$ cat config.mk
export PLATFORM = sky130hd
export DESIGN_NAME = srtf_scheduler_flat
export DESIGN_NICKNAME = d
export VERILOG_FILES = /design/src/hw/rtl/srtf_pkg.sv /design/src/hw/rtl/srtf_if.sv /design/src/hw/rtl/srtf_ram.sv /design/src/hw/rtl/srtf_scheduler.sv /design/src/flat_wrapper.sv
export SDC_FILE = /design/constraint.sdc
export NUM_CORES = 1
export LEC_CHECK = 0
export BUFFER_PORTS_ARGS = -buffer_cell sky130_fd_sc_hd__buf_2
export CAP_MARGIN = 20
export CELL_PAD_IN_SITES_DETAIL_PLACEMENT = 1
export CELL_PAD_IN_SITES_GLOBAL_PLACEMENT = 2
export CORE_MARGIN = 10
export CORE_UTILIZATION = 50
export DETAILED_ROUTE_END_ITERATION = 8
export PLACE_DENSITY = 0.86
export SLEW_MARGIN = 20
export SYNTH_ARGS = -nofsm -noshare
export SYNTH_HDL_FRONTEND = slang
export SYNTH_SLANG_ARGS = --single-unit
export TNS_END_PERCENT = 5
$ cat constraint.sdc
create_clock -name clock -period 13.6 [get_ports clock]
set_input_delay 1.36 -clock clock [delete_from_list [all_inputs] [get_ports clock]]
set_output_delay 1.36 -clock clock [all_outputs]
set_load 0.01 [all_outputs]
$ cat src/hw/rtl/srtf_pkg.sv
`default_nettype none

package srtf_pkg;

   // Fixed widths of the beat fields
   localparam int FIELD_W = 16;
   localparam int ID_W    = 5;

   // Item kinds carried in the mode field
   localparam logic MODE_LOAD = 1'b0;
   localparam logic MODE_TICK = 1'b1;

   typedef enum logic [2:0] {
      S_IDLE,
      S_SCAN,
      S_DRAIN,
      S_UPD,
      S_TA,
      S_WT,
      S_OUT
   } state_type;

endpackage

`default_nettype wire

$ cat src/hw/rtl/srtf_if.sv
`default_nettype none

interface srtf_req_if import srtf_pkg::*; ();
   logic               valid;
   logic               ready;
   logic               mode;
   logic [FIELD_W-1:0] arrival_time;
   logic [FIELD_W-1:0] burst_time;

   modport source (output valid, output mode, output arrival_time, output burst_time,
                   input ready);
   modport sink   (input valid, input mode, input arrival_time, input burst_time,
                   output ready);
endinterface

interface srtf_rsp_if import srtf_pkg::*; ();
   logic               valid;
   logic               ready;
   logic               accepted;
   logic [ID_W-1:0]    running_id;
   logic               completed;
   logic [ID_W-1:0]    finished_id;
   logic [FIELD_W-1:0] completion_time;
   logic [FIELD_W-1:0] turnaround_time;
   logic [FIELD_W-1:0] waiting_time;

   modport source (output valid, output accepted, output running_id, output completed,
                   output finished_id, output completion_time, output turnaround_time,
                   output waiting_time, input ready);
   modport sink   (input valid, input accepted, input running_id, input completed,
                   input finished_id, input completion_time, input turnaround_time,
                   input waiting_time, output ready);
endinterface

`default_nettype wire

$ cat src/hw/rtl/srtf_ram.sv
`default_nettype none

module srtf_ram #(
   parameter int WIDTH = 16,
   parameter int DEPTH = 16
) (
   input  wire logic                     clock,
   input  wire logic                     wr_en,
   input  wire logic [$clog2(DEPTH)-1:0] wr_addr,
   input  wire logic [WIDTH-1:0]         wr_data,
   input  wire logic                     rd_en,
   input  wire logic [$clog2(DEPTH)-1:0] rd_addr,
   output logic      [WIDTH-1:0]         rd_data
);

   logic [WIDTH-1:0] mem [DEPTH];

   always_ff @(posedge clock) begin
      if (wr_en) begin
         mem[wr_addr] <= wr_data;
      end
      if (rd_en) begin
         rd_data <= mem[rd_addr];
      end
   end

endmodule

`default_nettype wire

$ cat src/hw/rtl/srtf_scheduler.sv
// Load beat: S_OUT moves the result into the response register, then S_IDLE takes the
// next request. Tick beat: S_SCAN reads each loaded entry, then S_DRAIN, S_UPD (S_TA and
// S_WT when one finishes) and S_OUT; an empty table skips the scan.
// The scan reads one table entry per cycle from the process RAMs, so the fill sets the rate.
// One beat is in flight at a time; a stalled response holds in its own register.
// Reset (synchronous, active high) clears count, time, finished marks and control state.
`default_nettype none

module srtf_scheduler import srtf_pkg::*; #(
   parameter int MAX_PROCS = 16,
   parameter int TIME_BITS = 16
) (
   input  wire logic   clock,
   input  wire logic   reset,
   srtf_req_if.sink    req_if,
   srtf_rsp_if.source  rsp_if
);

   // Index into the table, and a count that can hold the table size itself
   localparam int IW   = $clog2(MAX_PROCS);
   localparam int CNTW = $clog2(MAX_PROCS + 1);
   // Working width for time arithmetic: wide enough for both time and field values
   localparam int XW   = (TIME_BITS > FIELD_W) ? TIME_BITS : FIELD_W;

   // ---------------------------------------------------------------------------
   // Registers
   // ---------------------------------------------------------------------------
   state_type            state_ff, state_in;
   logic [CNTW-1:0]      count_ff, count_in;
   logic [TIME_BITS-1:0] time_ff, time_in;
   logic [MAX_PROCS-1:0] fin_ff, fin_in;

   // Scan sequencer: issue counter and the read in flight
   logic [CNTW-1:0]      scan_ff, scan_in;
   logic                 pend_ff, pend_in;
   logic [IW-1:0]        pidx_ff, pidx_in;

   // Best candidate so far
   logic                 found_ff, found_in;
   logic [IW-1:0]        bidx_ff, bidx_in;
   logic [FIELD_W-1:0]   brem_ff, brem_in;
   logic [FIELD_W-1:0]   barr_ff, barr_in;
   logic [FIELD_W-1:0]   bbur_ff, bbur_in;

   // Result being built
   logic                 racc_ff, racc_in;
   logic [ID_W-1:0]      rrun_ff, rrun_in;
   logic                 rdone_ff, rdone_in;
   logic [ID_W-1:0]      rfin_ff, rfin_in;
   logic [XW-1:0]        rct_ff, rct_in;
   logic [XW-1:0]        rta_ff, rta_in;
   logic [XW-1:0]        rwt_ff, rwt_in;

   // Response register
   logic                 ov_ff, ov_in;
   logic                 oacc_ff, oacc_in;
   logic [ID_W-1:0]      orun_ff, orun_in;
   logic                 odone_ff, odone_in;
   logic [ID_W-1:0]      ofin_ff, ofin_in;
   logic [FIELD_W-1:0]   oct_ff, oct_in;
   logic [FIELD_W-1:0]   ota_ff, ota_in;
   logic [FIELD_W-1:0]   owt_ff, owt_in;

   // ---------------------------------------------------------------------------
   // Process RAMs: {arrival, burst} written at load only; remaining read-modify-write
   // ---------------------------------------------------------------------------
   logic                   ab_we;
   logic [2*FIELD_W-1:0]   ab_wdata, ab_rdata;
   logic                   rem_we;
   logic [IW-1:0]          rem_waddr;
   logic [FIELD_W-1:0]     rem_wdata, rem_rdata;
   logic                   rd_en;
   logic [IW-1:0]          rd_addr;

   srtf_ram #(.WIDTH(2*FIELD_W), .DEPTH(MAX_PROCS)) u_ab_ram (
      .clock   (clock),
      .wr_en   (ab_we),
      .wr_addr (count_ff[IW-1:0]),
      .wr_data (ab_wdata),
      .rd_en   (rd_en),
      .rd_addr (rd_addr),
      .rd_data (ab_rdata)
   );

   srtf_ram #(.WIDTH(FIELD_W), .DEPTH(MAX_PROCS)) u_rem_ram (
      .clock   (clock),
      .wr_en   (rem_we),
      .wr_addr (rem_waddr),
      .wr_data (rem_wdata),
      .rd_en   (rd_en),
      .rd_addr (rd_addr),
      .rd_data (rem_rdata)
   );

   // ---------------------------------------------------------------------------
   // Shared decode
   // ---------------------------------------------------------------------------
   logic                 req_acc;
   logic                 is_load;
   logic                 not_full;
   logic [FIELD_W-1:0]   load_burst;
   logic                 out_free;
   logic [FIELD_W-1:0]   rd_arr, rd_bur;
   logic                 cand_ok, cand_better;
   logic [FIELD_W-1:0]   new_rem;
   logic [IW:0]          best_id_wide;
   logic [ID_W-1:0]      best_id;

   assign req_acc    = req_if.valid && req_if.ready;
   assign is_load    = (req_if.mode == MODE_LOAD);
   assign not_full   = (count_ff < CNTW'(MAX_PROCS));
   // A zero burst is stored as one tick of work
   assign load_burst = (req_if.burst_time == '0) ? FIELD_W'(1) : req_if.burst_time;
   assign out_free   = !ov_ff || rsp_if.ready;

   assign rd_arr = ab_rdata[2*FIELD_W-1:FIELD_W];
   assign rd_bur = ab_rdata[FIELD_W-1:0];

   // Candidate must be unfinished and already arrived; ascending scan with strict
   // comparisons keeps the lower id on a full tie
   assign cand_ok     = pend_ff && !fin_ff[pidx_ff] && (XW'(rd_arr) <= XW'(time_ff));
   assign cand_better = !found_ff || (rem_rdata < brem_ff) ||
                        ((rem_rdata == brem_ff) && (rd_arr < barr_ff));

   assign new_rem      = (brem_ff != '0) ? brem_ff - FIELD_W'(1) : '0;
   assign best_id_wide = {1'b0, bidx_ff} + (IW+1)'(1);
   assign best_id      = ID_W'(best_id_wide);

   // ---------------------------------------------------------------------------
   // Next state
   // ---------------------------------------------------------------------------
   always_comb begin
      state_in = state_ff;
      unique case (state_ff)
         S_IDLE: begin
            if (req_acc) begin
               if (is_load) begin
                  state_in = S_OUT;
               end else if (count_ff == '0) begin
                  state_in = S_UPD;
               end else begin
                  state_in = S_SCAN;
               end
            end
         end
         S_SCAN: begin
            if (scan_ff == count_ff - CNTW'(1)) begin
               state_in = S_DRAIN;
            end
         end
         S_DRAIN: state_in = S_UPD;
         S_UPD: begin
            if (found_ff && (new_rem == '0)) begin
               state_in = S_TA;
            end else begin
               state_in = S_OUT;
            end
         end
         S_TA:  state_in = S_WT;
         S_WT:  state_in = S_OUT;
         S_OUT: begin
            if (out_free) begin
               state_in = S_IDLE;
            end
         end
         default: state_in = S_IDLE;
      endcase
   end

   // ---------------------------------------------------------------------------
   // Control outputs: handshake and RAM ports
   // ---------------------------------------------------------------------------
   always_comb begin
      req_if.ready = (state_ff == S_IDLE);
      ab_we        = 1'b0;
      ab_wdata     = {req_if.arrival_time, load_burst};
      rem_we       = 1'b0;
      rem_waddr    = count_ff[IW-1:0];
      rem_wdata    = load_burst;
      rd_en        = 1'b0;
      rd_addr      = scan_ff[IW-1:0];
      unique case (state_ff)
         S_IDLE: begin
            // Store the new process at the next free slot
            if (req_acc && is_load && not_full) begin
               ab_we  = 1'b1;
               rem_we = 1'b1;
            end
         end
         S_SCAN: rd_en = 1'b1;
         S_UPD: begin
            // Write back the served process's remaining time
            if (found_ff) begin
               rem_we    = 1'b1;
               rem_waddr = bidx_ff;
               rem_wdata = new_rem;
            end
         end
         S_DRAIN, S_TA, S_WT, S_OUT: begin
         end
         default: begin
         end
      endcase
   end

   // ---------------------------------------------------------------------------
   // Datapath next values
   // ---------------------------------------------------------------------------
   always_comb begin
      count_in = count_ff;
      time_in  = time_ff;
      fin_in   = fin_ff;
      scan_in  = scan_ff;
      pend_in  = pend_ff;
      pidx_in  = pidx_ff;
      found_in = found_ff;
      bidx_in  = bidx_ff;
      brem_in  = brem_ff;
      barr_in  = barr_ff;
      bbur_in  = bbur_ff;
      racc_in  = racc_ff;
      rrun_in  = rrun_ff;
      rdone_in = rdone_ff;
      rfin_in  = rfin_ff;
      rct_in   = rct_ff;
      rta_in   = rta_ff;
      rwt_in   = rwt_ff;
      ov_in    = ov_ff;
      oacc_in  = oacc_ff;
      orun_in  = orun_ff;
      odone_in = odone_ff;
      ofin_in  = ofin_ff;
      oct_in   = oct_ff;
      ota_in   = ota_ff;
      owt_in   = owt_ff;

      // Drop the response once the sink takes it
      if (ov_ff && rsp_if.ready) begin
         ov_in = 1'b0;
      end

      // Fold the returning RAM read into the best candidate
      if ((state_ff == S_SCAN || state_ff == S_DRAIN) && cand_ok && cand_better) begin
         found_in = 1'b1;
         bidx_in  = pidx_ff;
         brem_in  = rem_rdata;
         barr_in  = rd_arr;
         bbur_in  = rd_bur;
      end

      case (state_ff)
         S_IDLE: begin
            if (req_acc) begin
               racc_in  = 1'b0;
               rrun_in  = '0;
               rdone_in = 1'b0;
               rfin_in  = '0;
               rct_in   = '0;
               rta_in   = '0;
               rwt_in   = '0;
               found_in = 1'b0;
               scan_in  = '0;
               pend_in  = 1'b0;
               if (is_load && not_full) begin
                  racc_in                   = 1'b1;
                  fin_in[count_ff[IW-1:0]]  = 1'b0;
                  count_in                  = count_ff + CNTW'(1);
               end
            end
         end
         S_SCAN: begin
            scan_in = scan_ff + CNTW'(1);
            pend_in = 1'b1;
            pidx_in = scan_ff[IW-1:0];
         end
         S_DRAIN: begin
            pend_in = 1'b0;
         end
         S_UPD: begin
            // Advance time, holding at the top
            if (time_ff != '1) begin
               time_in = time_ff + TIME_BITS'(1);
            end
            if (found_ff) begin
               rrun_in = best_id;
               if (new_rem == '0) begin
                  fin_in[bidx_ff] = 1'b1;
                  rdone_in        = 1'b1;
                  rfin_in         = best_id;
                  rct_in          = XW'(time_in);
               end
            end
         end
         S_TA: begin
            rta_in = (rct_ff >= XW'(barr_ff)) ? rct_ff - XW'(barr_ff) : '0;
         end
         S_WT: begin
            rwt_in = (rta_ff >= XW'(bbur_ff)) ? rta_ff - XW'(bbur_ff) : '0;
         end
         S_OUT: begin
            // Move the result into the response register, saturating the times
            if (out_free) begin
               ov_in    = 1'b1;
               oacc_in  = racc_ff;
               orun_in  = rrun_ff;
               odone_in = rdone_ff;
               ofin_in  = rfin_ff;
               oct_in   = (rct_ff > XW'({FIELD_W{1'b1}})) ? '1 : rct_ff[FIELD_W-1:0];
               ota_in   = (rta_ff > XW'({FIELD_W{1'b1}})) ? '1 : rta_ff[FIELD_W-1:0];
               owt_in   = (rwt_ff > XW'({FIELD_W{1'b1}})) ? '1 : rwt_ff[FIELD_W-1:0];
            end
         end
         default: begin
         end
      endcase
   end

   // ---------------------------------------------------------------------------
   // Register update
   // ---------------------------------------------------------------------------
   always_ff @(posedge clock) begin
      if (reset) begin
         state_ff <= S_IDLE;
         count_ff <= '0;
         time_ff  <= '0;
         fin_ff   <= '0;
         pend_ff  <= 1'b0;
         found_ff <= 1'b0;
         ov_ff    <= 1'b0;
      end else begin
         state_ff <= state_in;
         count_ff <= count_in;
         time_ff  <= time_in;
         fin_ff   <= fin_in;
         pend_ff  <= pend_in;
         found_ff <= found_in;
         ov_ff    <= ov_in;
      end
   end

   always_ff @(posedge clock) begin
      scan_ff  <= scan_in;
      pidx_ff  <= pidx_in;
      bidx_ff  <= bidx_in;
      brem_ff  <= brem_in;
      barr_ff  <= barr_in;
      bbur_ff  <= bbur_in;
      racc_ff  <= racc_in;
      rrun_ff  <= rrun_in;
      rdone_ff <= rdone_in;
      rfin_ff  <= rfin_in;
      rct_ff   <= rct_in;
      rta_ff   <= rta_in;
      rwt_ff   <= rwt_in;
      oacc_ff  <= oacc_in;
      orun_ff  <= orun_in;
      odone_ff <= odone_in;
      ofin_ff  <= ofin_in;
      oct_ff   <= oct_in;
      ota_ff   <= ota_in;
      owt_ff   <= owt_in;
   end

   // ---------------------------------------------------------------------------
   // Response beat
   // ---------------------------------------------------------------------------
   assign rsp_if.valid           = ov_ff;
   assign rsp_if.accepted        = oacc_ff;
   assign rsp_if.running_id      = orun_ff;
   assign rsp_if.completed       = odone_ff;
   assign rsp_if.finished_id     = ofin_ff;
   assign rsp_if.completion_time = oct_ff;
   assign rsp_if.turnaround_time = ota_ff;
   assign rsp_if.waiting_time    = owt_ff;

endmodule

`default_nettype wire

$ cat src/flat_wrapper.sv
// flat-port wrapper written by rule: the top's interface ports become plain ports
module srtf_scheduler_flat import srtf_pkg::*;
#(
   parameter int MAX_PROCS = 16,
   parameter int TIME_BITS = 16
)
  (clock, reset, req_if_valid, req_if_mode, req_if_arrival_time, req_if_burst_time, req_if_ready, rsp_if_valid, rsp_if_accepted, rsp_if_running_id, rsp_if_completed, rsp_if_finished_id, rsp_if_completion_time, rsp_if_turnaround_time, rsp_if_waiting_time, rsp_if_ready);
  srtf_req_if req_if_i ();
  srtf_rsp_if rsp_if_i ();
  input  wire logic clock;
  input  wire logic reset;
  input wire logic [$bits(req_if_i.valid)-1:0] req_if_valid;
  input wire logic [$bits(req_if_i.mode)-1:0] req_if_mode;
  input wire logic [$bits(req_if_i.arrival_time)-1:0] req_if_arrival_time;
  input wire logic [$bits(req_if_i.burst_time)-1:0] req_if_burst_time;
  output wire logic [$bits(req_if_i.ready)-1:0] req_if_ready;
  output wire logic [$bits(rsp_if_i.valid)-1:0] rsp_if_valid;
  output wire logic [$bits(rsp_if_i.accepted)-1:0] rsp_if_accepted;
  output wire logic [$bits(rsp_if_i.running_id)-1:0] rsp_if_running_id;
  output wire logic [$bits(rsp_if_i.completed)-1:0] rsp_if_completed;
  output wire logic [$bits(rsp_if_i.finished_id)-1:0] rsp_if_finished_id;
  output wire logic [$bits(rsp_if_i.completion_time)-1:0] rsp_if_completion_time;
  output wire logic [$bits(rsp_if_i.turnaround_time)-1:0] rsp_if_turnaround_time;
  output wire logic [$bits(rsp_if_i.waiting_time)-1:0] rsp_if_waiting_time;
  input wire logic [$bits(rsp_if_i.ready)-1:0] rsp_if_ready;
  assign req_if_i.valid = req_if_valid;
  assign req_if_i.mode = req_if_mode;
  assign req_if_i.arrival_time = req_if_arrival_time;
  assign req_if_i.burst_time = req_if_burst_time;
  assign req_if_ready = req_if_i.ready;
  assign rsp_if_valid = rsp_if_i.valid;
  assign rsp_if_accepted = rsp_if_i.accepted;
  assign rsp_if_running_id = rsp_if_i.running_id;
  assign rsp_if_completed = rsp_if_i.completed;
  assign rsp_if_finished_id = rsp_if_i.finished_id;
  assign rsp_if_completion_time = rsp_if_i.completion_time;
  assign rsp_if_turnaround_time = rsp_if_i.turnaround_time;
  assign rsp_if_waiting_time = rsp_if_i.waiting_time;
  assign rsp_if_i.ready = rsp_if_ready;
  srtf_scheduler #(.MAX_PROCS(MAX_PROCS), .TIME_BITS(TIME_BITS)) u_core (.clock(clock), .reset(reset), .req_if(req_if_i), .rsp_if(rsp_if_i));
endmodule
==> flow_metrics.tcl <==
set metrics [dict create \
    numCtsBuffers 102 \
    critical_path_class "reg -> reg" \
    start_util_pct 50.5 \
    hold_viol 0 \
    cap_violations 0 \
    die_area_sq_mm 0.0967 \
    io_buffers 98 \
    power.density_mw_per_mm2 183 \
    clockBufferDepth 3 \
    drc_errors 0 \
    antenna_left 0 \
    avgSynthCellArea_sq_um 18.9 \
    cts_root_buf "clkbuf_16" \
    status "completed" \
    syn_nets 2373 \
    synth_area_leaders "edfxtp_1 (71%), mux4_2 (13%), ha_1 (2.7%)" \
    largest_reg_flops 512 \
    antenna_found_initial 12 \
    synthDistinctLibCells 76 \
    grt_pass1_wl_um 155000 \
    ir_drop_v 0.000176 \
    synth_edf_count 997 \
    vias 21851 \
    die_w_um 311 \
    hold_class "reg -> reg" \
    ys_ff_latch 1040 \
    htree_levels 3 \
    dp_cells 3420 \
    wl_per_cell_um 28.7 \
    fin_crit_sh_pct 32.3 \
    post_cts.repair.setup_buffers 0 \
    rsz0062_at_grt "false" \
    final_nets 2519 \
    cts_tree "yes" \
    grt_start_max_net_pins 143 \
    final_cell_area_sq_mm 0.0476 \
    ys.flop_type "edfxtp_1" \
    viasPerCell 6.05 \
    hpwl_um 64000 \
    setup_viol 0 \
    grt_usage_pct 21.2 \
    start_kind "flip-flop" \
    n_fill_cell 7454 \
    drive_above_1_share_pct 23.6 \
    cp-end-kind "flip-flop" \
    crit_arrival_ps 4680 \
    path_max_fanout 22 \
    r2r_cells 8 \
    area_growth_pct 12.4 \
    power.leakage_nw 15.6 \
    overflow 0 \
    synth_async_sr_flop_share_pct 0 \
    clkSlewWorstSetupHoldPaths_ps 60 \
    place_area_sq_mm 0.0442 \
    min_path_cells 0 \
    yosys.area.top_type "edfxtp_1" \
    preCtsSetupSlack_ps 9260 \
    required_ps 13890 \
    layout.cells.non_filler 3609 \
    fin_ws_ps 9210 \
    ctsHoldBuffers 0 \
    yosysTopAreaCellShare_pct 70.7 \
    drt-initial-drc-count 2250 \
    grt_pass1_vias 23401 \
    yosys_warnings 0 \
    finClkSkew_ps 43.3 \
    die_y_um 311 \
    reg_top3 "u_core.u_ab_ram.mem x512, u_core.u_rem_ram.mem x256, u_core.u_ab_ram.rd_data x32" \
    syn_area_sq_mm 0.0423 \
    total_power_mw 8.69 \
    routed_wl_um 104000 \
    clk_latency_ps 680 \
    finalCriticalPeriod_ps 4390 \
    cts_resized 0 \
    syn-instance-count 2244 \
    io_pins 99 \
    maxSlewViolCount 0 \
    largest_register "u_core.u_ab_ram.mem" \
    clock.fmax_ghz 0.228 \
    firstDrtPassIters 5 \
    gp_congestion 0.846 \
    core_area_sq_mm 0.0838 \
    seq_area_frac_synth_pct 72.8 \
    clock_sinks 1040 \
    setup_tns_ps 0 \
    rows 106 \
    worst_pin_slew_ps 1100 \
    slew_headroom_pct 26.4 \
]
## metrics by stage
stage               utilization (%)  hold slack (ps)
CTS                            56.7              420
global placement               52.7              406
finish                         56.8              420
floorplan                         -              400
global route                   56.8              425
detailed placement             52.7              406
## synth_stat cells, types with 4 or more instances
master    instances
nand4_1          19
buf_1            22
a21o_1           14
nor4_1            7
edfxtp_1        997
o21ai_0          45
inv_1            86
o21a_1           18
a31oi_1           8
nor2_1          134
and3_1           10
dfxtp_1          43
o21bai_1          5
clkbuf_1         68
a21oi_1          54
buf_6             5
xnor2_1          40
o31a_1            6
and2_1           13
nor3b_1          14
a31o_1           10
o31ai_1           8
nor3_1           37
nor2b_1          16
xor2_1           18
a41o_1            5
nand2_1          69
a211oi_1         19
nand3_1          27
mux4_2          245
nand2b_1         15
and4_1            5
ha_1             90
or3_1             4
## per-layer routing
metal	vias up	wire length, um	track usage (%)
met1	11598	44500	29.8
met3	133	6460	3.49
met5	-	70	0
met2	783	50800	34.6
li1	9327	-	-
met4	10	1850	4.97
## critical path: stages, from the launching register on
cell	delay (ps)
edfxtp_1	520
inv_1	130
ha_1	360
nor4b_4	570
and4_1	300
mux2i_1	360
nand3_2	210
o41ai_1	670
a21o_1	890
## logic make-up (layout without fill, tap and decap cells)
kind of cell,after synthesis,count (layout),share of synthesized area (%)
AND/OR/NAND/NOR,391,391,4.66
adder cells (fa/ha/maj),92,92,2.75
XOR/XNOR,58,58,1.20
buffers and inverters,189,419,1.86
AO/OA/AOI/OAI,227,227,3.69
flip-flops,1040,1040,72.8
other,0,1,0
multiplexers,247,247,13.1
## layout by cell type, fill, tap and decap left out, types with 8 or more instances in the layout
master,n
nand2_1,69
and3_1,10
clkbuf_1,19
clkinv_1,18
o21ai_0,44
dfxtp_1,43
a31oi_1,8
nor3b_1,13
inv_1,85
nand2b_1,15
nand4_1,19
edfxtp_1,997
a21o_1,14
a211oi_1,19
nand3_1,27
a31o_1,10
nor3_1,37
bufinv_16,9
clkinv_2,21
nor2b_1,16
clkbuf_16,104
buf_4,44
nor2_1,132
xnor2_1,40
a21oi_1,52
ha_1,90
buf_2,98
mux4_2,245
o21a_1,17
xor2_1,18
o31ai_1,8
## where the power goes
part           internal (mW)  leakage [nW]  switching (mW)
sequential              3.80          9.38           0.159
combinational          0.915          4.61            1.03
clock                   1.59          1.62            1.21
## worst paths after layout
check | from | endpoint | slack, ps
worst min-delay path | u_core.rwt_ff[5]$_SDFFCE_PN0P_ | u_core.rsp_if.waiting_time[5]$_DFFE_PP_ | 420
worst max register to register | u_core.brem_ff[0]$_DFFE_PP_ | u_core.rct_ff[11]$_SDFFCE_PN0P_ | 9210
worst max-delay path | u_core.brem_ff[0]$_DFFE_PP_ | u_core.rct_ff[11]$_SDFFCE_PN0P_ | 9210
worst min register to register | u_core.rwt_ff[5]$_SDFFCE_PN0P_ | u_core.rsp_if.waiting_time[5]$_DFFE_PP_ | 420
## area by class of cell
class,count,area [sq um],area share [%]
sequential,1040,30800,64.7
clock buffer,123,2670,5.62
multi-input combinational,1015,10800,22.8
antenna,1,2.50,0.00526
inverter,86,323,0.678
tap,1134,1420,2.98
clock inverter,65,669,1.41
timing repair buffer,145,872,1.83
No activity file was read; power rests on OpenSTA's default activity.
